===== config.mk =====
export PLATFORM = sky130hd
export DESIGN_NAME = avt_cfg_regs
export DESIGN_NICKNAME = d
export VERILOG_FILES = /design/src/rtl/core/avt_pkg.sv /design/src/rtl/core/avt_cfg_regs.sv
export SDC_FILE = /design/constraint.sdc
export NUM_CORES = 1
export LEC_CHECK = 0
export ABC_CLOCK_PERIOD_IN_PS = 900
export BUFFER_PORTS_ARGS = -buffer_cell sky130_fd_sc_hd__buf_2
export CAP_MARGIN = 10
export CORE_AREA = 2 2 174 176
export DETAILED_ROUTE_END_ITERATION = 10
export DIE_AREA = 0 0 176 178
export HOLD_SLACK_MARGIN = 0.15
export PLACE_DENSITY_LB_ADDON = 0.1
export SLEW_MARGIN = 20
export SYNTH_ARGS = -nofsm -noshare
export SYNTH_HDL_FRONTEND = slang
export SYNTH_SLANG_ARGS = --single-unit
export TNS_END_PERCENT = 30

===== constraint.sdc =====
create_clock -name clk_i -period 0.9 [get_ports clk_i]
set_input_delay 0.09 -clock clk_i [delete_from_list [all_inputs] [get_ports clk_i]]
set_output_delay 0.09 -clock clk_i [all_outputs]
set_load 0.02 [all_outputs]

===== src/rtl/core/avt_pkg.sv =====
// Package for the affine vertex transform unit.
// Holds beat types, coefficient types, register indexes and saturation constants.
// Depends on nothing.
package avt_pkg;

  localparam int unsigned CoordW  = 32;
  localparam int unsigned ProdW   = 64;
  localparam int unsigned RegW    = 64;
  localparam int unsigned RegIdxW = 3;
  localparam int unsigned NumRows = 3;

  localparam logic [CoordW-1:0] SatMax = 32'h7FFF_FFFF;
  localparam logic [CoordW-1:0] SatMin = 32'h8000_0000;

  localparam logic [RegW-1:0] CoefOne  = 64'h0000_0000_0001_0000;
  localparam logic [RegW-1:0] CoefZero = 64'h0000_0000_0000_0000;

  typedef enum logic [RegIdxW-1:0] {
    RegM0M1   = 3'd0,
    RegM2M4   = 3'd1,
    RegM5M6   = 3'd2,
    RegM8M9   = 3'd3,
    RegM10M12 = 3'd4,
    RegM13M14 = 3'd5
  } cfg_reg_e;

  typedef struct packed {
    logic              action;
    logic [CoordW-1:0] in_x;
    logic [CoordW-1:0] in_y;
    logic [CoordW-1:0] in_z;
  } in_beat_t;

  typedef struct packed {
    logic [CoordW-1:0] out_x;
    logic [CoordW-1:0] out_y;
    logic [CoordW-1:0] out_z;
    logic              saturated;
  } out_beat_t;

  // Coefficients of one output row: x, y and z weights and the translation.
  typedef struct packed {
    logic [CoordW-1:0] ma;
    logic [CoordW-1:0] mb;
    logic [CoordW-1:0] mc;
    logic [CoordW-1:0] mt;
  } row_coef_t;

  typedef struct packed {
    logic [CoordW-1:0] res;
    logic              sat;
  } row_res_t;

  // Load enables of the three pipeline stages.
  typedef struct packed {
    logic mul_en;
    logic sum_en;
    logic sat_en;
  } pipe_ctrl_t;

endpackage


===== src/rtl/core/avt_cfg_regs.sv =====
// Coefficient register file of the affine vertex transform unit.
// Holds the six 64-bit registers and sorts the elements into rows.
// Depends on avt_pkg.
module avt_cfg_regs (
  input  logic                          clk_i,
  input  logic                          rst_ni,
  input  logic                          cfg_we_i,
  input  logic [avt_pkg::RegIdxW-1:0]   cfg_index_i,
  input  logic [avt_pkg::RegW-1:0]      cfg_wdata_i,
  output avt_pkg::row_coef_t            row_coef_o [avt_pkg::NumRows]
);

  logic [avt_pkg::RegW-1:0] m0_m1_q, m2_m4_q, m5_m6_q, m8_m9_q, m10_m12_q, m13_m14_q;

  always_ff @(posedge clk_i or negedge rst_ni) begin
    if (!rst_ni) begin
      m0_m1_q    <= avt_pkg::CoefOne;
      m2_m4_q    <= avt_pkg::CoefZero;
      m5_m6_q    <= avt_pkg::CoefOne;
      m8_m9_q    <= avt_pkg::CoefZero;
      m10_m12_q  <= avt_pkg::CoefOne;
      m13_m14_q  <= avt_pkg::CoefZero;
    end else if (cfg_we_i) begin
      case (avt_pkg::cfg_reg_e'(cfg_index_i))
        avt_pkg::RegM0M1:   m0_m1_q   <= cfg_wdata_i;
        avt_pkg::RegM2M4:   m2_m4_q   <= cfg_wdata_i;
        avt_pkg::RegM5M6:   m5_m6_q   <= cfg_wdata_i;
        avt_pkg::RegM8M9:   m8_m9_q   <= cfg_wdata_i;
        avt_pkg::RegM10M12: m10_m12_q <= cfg_wdata_i;
        avt_pkg::RegM13M14: m13_m14_q <= cfg_wdata_i;
        default: ;
      endcase
    end
  end

  // Column-major matrix: row r uses elements r, 4+r, 8+r and 12+r.
  assign row_coef_o[0] = '{ma: m0_m1_q[31:0],   mb: m2_m4_q[63:32],
                           mc: m8_m9_q[31:0],   mt: m10_m12_q[63:32]};
  assign row_coef_o[1] = '{ma: m0_m1_q[63:32],  mb: m5_m6_q[31:0],
                           mc: m8_m9_q[63:32],  mt: m13_m14_q[31:0]};
  assign row_coef_o[2] = '{ma: m2_m4_q[31:0],   mb: m5_m6_q[63:32],
                           mc: m10_m12_q[31:0], mt: m13_m14_q[63:32]};

endmodule


# Word-level counts from Yosys, hierarchy flattened
# Cells that the tools add are included.
[totals]
reg_bits = 384
latchBits = 0
mem_bits_rw = 0
mem_bits_ro = 0
input_bits = 70
output_inout_bits = 384
elab_cells = 18
memories = 0
[op_classes]
n_addsub = 0
mul = 0
n_div = 0
magnitude_cmp = 0
n_eq_ne = 5
n_shift = 0
mux = 0
bitwise_logic = 0
reduce_logical = 7
[op_table]
columns = ["op", "count"]
rows = [
  ["AND reduction 2 bit", 6],
  ["equality test 3 x 2 -> 1 bit, second input constant", 2],
  ["equality test 3 bit, second input constant", 2],
  ["equality test 3 x 1 -> 1 bit, second input constant", 1],
  ["logical NOT 3 bit", 1],
]

# Longest topological paths before layout
[depth]
ltp_word = 2
ltp_mapped = 4
mapped_depth_nobuf = 2

# Worst setup path after synthesis
# Ideal clock, no wire load.
[synth_path]
path_type = "input-to-reg"
start = "in cfg_index_i[1] in the netlist's numbering"
end = "reg m0_m1_q[0] in the netlist's numbering"
setup_time_ps = 127
arrival_time_ps = 1007
required_time_ps = 773
setup_slack_ps = -235
cell_stages = 4
path_buffers = 2
cell_sequence = "nor4b_2 -> buf_4 -> buf_6 -> mux2_1"
[synth_via]
elab_chain_len = 2
[synth_rtl]
columns = ["element", "line", "text"]
rows = [
  ["start, declared", "avt_cfg_regs.sv:8", "input logic [avt_pkg::RegIdxW-1:0] cfg_index_i,"],
  ["logical NOT 3 bit", "avt_cfg_regs.sv:24", "case (avt_pkg::cfg_reg_e'(cfg_index_i))"],
  ["AND reduction 2 bit (no line)", "--", ""],
  ["end signal, assigned", "avt_cfg_regs.sv:17", "m0_m1_q <= avt_pkg::CoefOne;"],
  ["end signal, assigned", "avt_cfg_regs.sv:25", "avt_pkg::RegM0M1: m0_m1_q <= cfg_wdata_i;"],
  ["end, declared", "avt_cfg_regs.sv:13", "logic [avt_pkg::RegW-1:0] m0_m1_q, m2_m4_q, m5_m6_q, m8_m9_q, m10_m12_q, m13_m14_q;"],
]
# No other way between the ends.
# A chain may end at the register's enable or synchronous reset.

# Worst setup path in the final report
[layout_path]
start = "reg m10_m12_q[16] in the netlist's numbering"
end = "out row_coef_o[48] in the netlist's numbering"
[layout_rtl]
columns = ["element", "line", "text"]
rows = [
  ["start, declared", "avt_cfg_regs.sv:13", ""],
  ["start signal, assigned", "avt_cfg_regs.sv:21", "m10_m12_q <= avt_pkg::CoefOne;"],
  ["start signal, assigned", "avt_cfg_regs.sv:29", "avt_pkg::RegM10M12: m10_m12_q <= cfg_wdata_i;"],
  ["end, declared", "avt_cfg_regs.sv:10", "output avt_pkg::row_coef_t row_coef_o [avt_pkg::NumRows]"],
]
# No word-level cell between the ends.

==> summary.md <==
| Metric | Value |
|---|---|
| Count of fill cells added during filler insertion | 1695 |
| Vias in the first global route | 9964 |
| Yosys warning total | 0 |
| Worst setup path end | row_coef_o[48] |
| Clk sink count | 384 |
| H-Tree Level Count | 2 |
| Routability-driven placement congestion ratio | 0.785 |
| Worst slew slack as a fraction of its limit | 0.770 |
| Wire per inst | 21.6 um |
| Vias | 9640 |
| Clock period minus worst slack | 1.25 ns |
| Detailed-route wire length | 41100 um |
| Critical path launch point type | flip-flop |
| Post-synth EDFFs | 0 |
| Highest fanout seen on the critical path | 2 |
| Total non-filler cell area in the finished layout | 0.0228 mm2 |
| Hold-fix buffers at CTS | 65 |
| Setup TNS Final | -89.99 ns |
| First-pass GRT wire length | 60900 um |
| Initial DRC Count | 331 |
| Total GRT Usage | 0.253 |
| Register bit count reported by yosys | 384 |
| Post-Synthesis Mean Instance Area | 18.6 um2 |
| Final count of negative-setup-slack endpoints | 446 |
| HPWL Detailed | 26900 um |
| Ratio of cells with drive above 1 in the final layout | 0.580 |
| DIE HEIGHT | 178 um |
| Crit. End Element | output pin |
| RSZ-0062 raised after global routing | yes |
| Clock transition at the registers of the reported paths | 0.06 ns |
| Most common library cells after synthesis | 381 x sky130_fd_sc_hd__dfrtp_1, 196 x sky130_fd_sc_hd__mux2_1, 180 x sky130_fd_sc_hd__mux2_4 |
| Power density over cell area | 2690 mW/mm2 |
| Cell accounting for the most synthesized area | sky130_fd_sc_hd__dfrtp_1 |
| TritonCTS clock tree | built |
| P_leak | 0.0110 uW |
| Net count of the mapped netlist | 886 |
| Number of antenna violations at the first check in global routing | 0 |
| Area post-placement | 0.0181 mm2 |
| Clock skew after layout | 0 ns |
| Final number of max-transition violations | 0 |
| FF-to-FF End | m2_m4_q[23] |
| Die area | 0.0313 mm2 |
| Critical register-to-register path startpoint | m2_m4_q[23] |
| Area of the core | 0.0294 mm2 |
| Share of the synthesized area in the top cell type | 0.629 |
| Peak supply drop | 1.81 mV |
| Synthesized instance count | 816 |
| DR vias/cell | 5.07 |
| Worst-path cell chain | buf_6 |
| Antenna cells | 0 |
| Number of nets in the final layout | 1555 |
| Maximum achievable frequency | 800 MHz |
| CP Buf/Inv Count | 1 |
| Number of clock buffers inserted by TritonCTS | 40 |
| Post-route fraction of the period consumed by the critical path | 1.39 |
| Share of synthesized registers carrying an async set or reset | 1.00 |
| Maximum number of pins on one net before global-route repair | 49 |
| Max cap viols | 0 |
| Critical path start-end classification | reg2out |
| Site Rows | 63 |
| Delay of the slowest cell on the worst path | 0.54 ns |
| Setup slack after placement | -0.508 ns |
| Post-DRT Antenna Nets | 0 |
| Initial DRT Pass Iterations | 4 |
| Register-to-register setup slack | -0.15 ns |
| P&R area growth vs syn | 50.3% |
| Stages on worst setup path | 1 |
| Gate family responsible for the most delay along the worst path | flip-flops |
| Crit path launch | m10_m12_q[16] |
| Worst-case reg-to-reg path depth | 3 |
| Worst-Margin Slew | 0.345 ns |
| Number of top-level pins | 454 |
| Die outline width | 176 um |
| Area contributors post-synth | sky130_fd_sc_hd__dfrtp_1 63%, sky130_fd_sc_hd__mux2_4 18%, sky130_fd_sc_hd__mux2_1 15% |
| Most used standard cell by instance count after synthesis | sky130_fd_sc_hd__dfrtp_1 |
| Initial cell density of the core | 0.515 |
| Clock root buffer | sky130_fd_sc_hd__clkbuf_16 |
| Worst path arrival time | 1.16 ns |
| Seq/Total Area, Yosys | 0.635 |
| Violated checks | setup timing |
| Most used DFF post-synth | sky130_fd_sc_hd__dfrtp_1 |
| Worst-Skew Late Latency | 0.51 ns |
| Cell with the biggest individual delay on the critical path | sky130_fd_sc_hd__dfstp_2 |
| Utilization after layout | 0.774 |
| Worst-case setup margin in the final layout | -0.351 ns |
| Number of hold-slack violations in the final timing report | 0 |
| CTS max path bufs | 3 |
| Total congestion overflow | 0 |
| Number of distinct library cells after synthesis | 12 |
| Final routed DRC violation total | 0 |
| Required arrival time at the worst endpoint | 0.81 ns |
| Total of buffers placed on input and output ports | 453 |
| Synthesized cell area | 0.0151 mm2 |
| Result of the run | finished with violations |
| Class of the worst hold path | in2async |
[how the worst min path moves through the flow]
| stage | endpoint | start | depth (start not counted) | slack, ns |
|---|---|---|---|---|
| floorplan | m0_m1_q[0] | rst_ni | 0 | -0.21 |
| global placement | m10_m12_q[52] | rst_ni | 1 | 0.003 |
| detailed placement | m5_m6_q[52] | rst_ni | 1 | 0.006 |
| CTS | m2_m4_q[52] | rst_ni | 2 | 0.07 |
| global route | m2_m4_q[52] | rst_ni | 2 | 0.08 |
| finish | m2_m4_q[52] | rst_ni | 2 | 0.09 |
[registers in the layout, summed over array words and instances (netlist names)]
name,cells
m8_m9_q,64
m2_m4_q,64
m13_m14_q,64
m10_m12_q,64
m5_m6_q,64
m0_m1_q,64
[kinds of logic after synthesis]
logic type	synth area share
buffers and inverters	0.0306
DFF	0.635
muxes	0.330
and+or+nand+nor	0.00463
[through the flow]
step | hold WS, ns | total power, uW | instances
final | 0.0867 | 61300 | 1903
after global routing | 0.0825 | 63800 | 1903
after CTS | 0.0711 | 59600 | 1856
after detailed placement | 0.00609 | 38700 | 1659
after global placement | 0.00294 | 38400 | 1659
after floorplan | -0.206 | 32300 | 816
[report_power, final]
part	leakage [uW]	total (uW)	switching [uW]	internal [uW]
Clock	0.000671	16900	6490	10400
Combinational	0.00574	20600	9490	11100
Sequential	0.00460	23800	2720	21100
[final cells by class]
cell class,instances,area [um2],area share
repair buffers,669,6150,0.270
multi-input cells,390,5150,0.226
clock inverters,9,145,0.00638
clock buffers,61,1210,0.0532
flip-flops and latches,384,9610,0.422
well taps,390,488,0.0214
[routing by layer]
metal / vias to the layer above / global-route usage / share of wire / routed length [um]
met4: 0 / 0.0899 / 0.036 / 1470
met2: 338 / 0.440 / 0.52 / 21200
met1: 4985 / 0.306 / 0.38 / 15500
met5: - / 0 / 0 / 0
met3: 78 / 0.0661 / 0.071 / 2910
li1: 4239 / - / - / -
[layout by cell type, fill, tap and decap left out]
cell,n
sky130_fd_sc_hd__dfstp_2,3
sky130_fd_sc_hd__mux2_4,197
sky130_fd_sc_hd__clkbuf_16,41
sky130_fd_sc_hd__and4bb_4,3
sky130_fd_sc_hd__buf_6,287
sky130_fd_sc_hd__clkbuf_1,9
sky130_fd_sc_hd__mux2_2,8
sky130_fd_sc_hd__buf_4,125
sky130_fd_sc_hd__bufinv_16,4
sky130_fd_sc_hd__clkbuf_8,11
sky130_fd_sc_hd__dlygate4sd3_1,65
sky130_fd_sc_hd__dfrtp_1,381
sky130_fd_sc_hd__mux2_1,179
sky130_fd_sc_hd__buf_8,1
sky130_fd_sc_hd__clkinv_2,5
sky130_fd_sc_hd__nor4b_4,1
sky130_fd_sc_hd__nand4b_1,2
sky130_fd_sc_hd__buf_12,24
sky130_fd_sc_hd__buf_2,167
[repair_timing]
action / 4_1_cts / 5_1_grt
setup buffers: 62 / 47
gates resized for setup: 394 / 189
pin swaps: 0 / 1
setup endpoints to repair: 384 / 464
hold endpoints to repair: 768 / 13
Note: power is estimated with default switching activity, not from simulation.
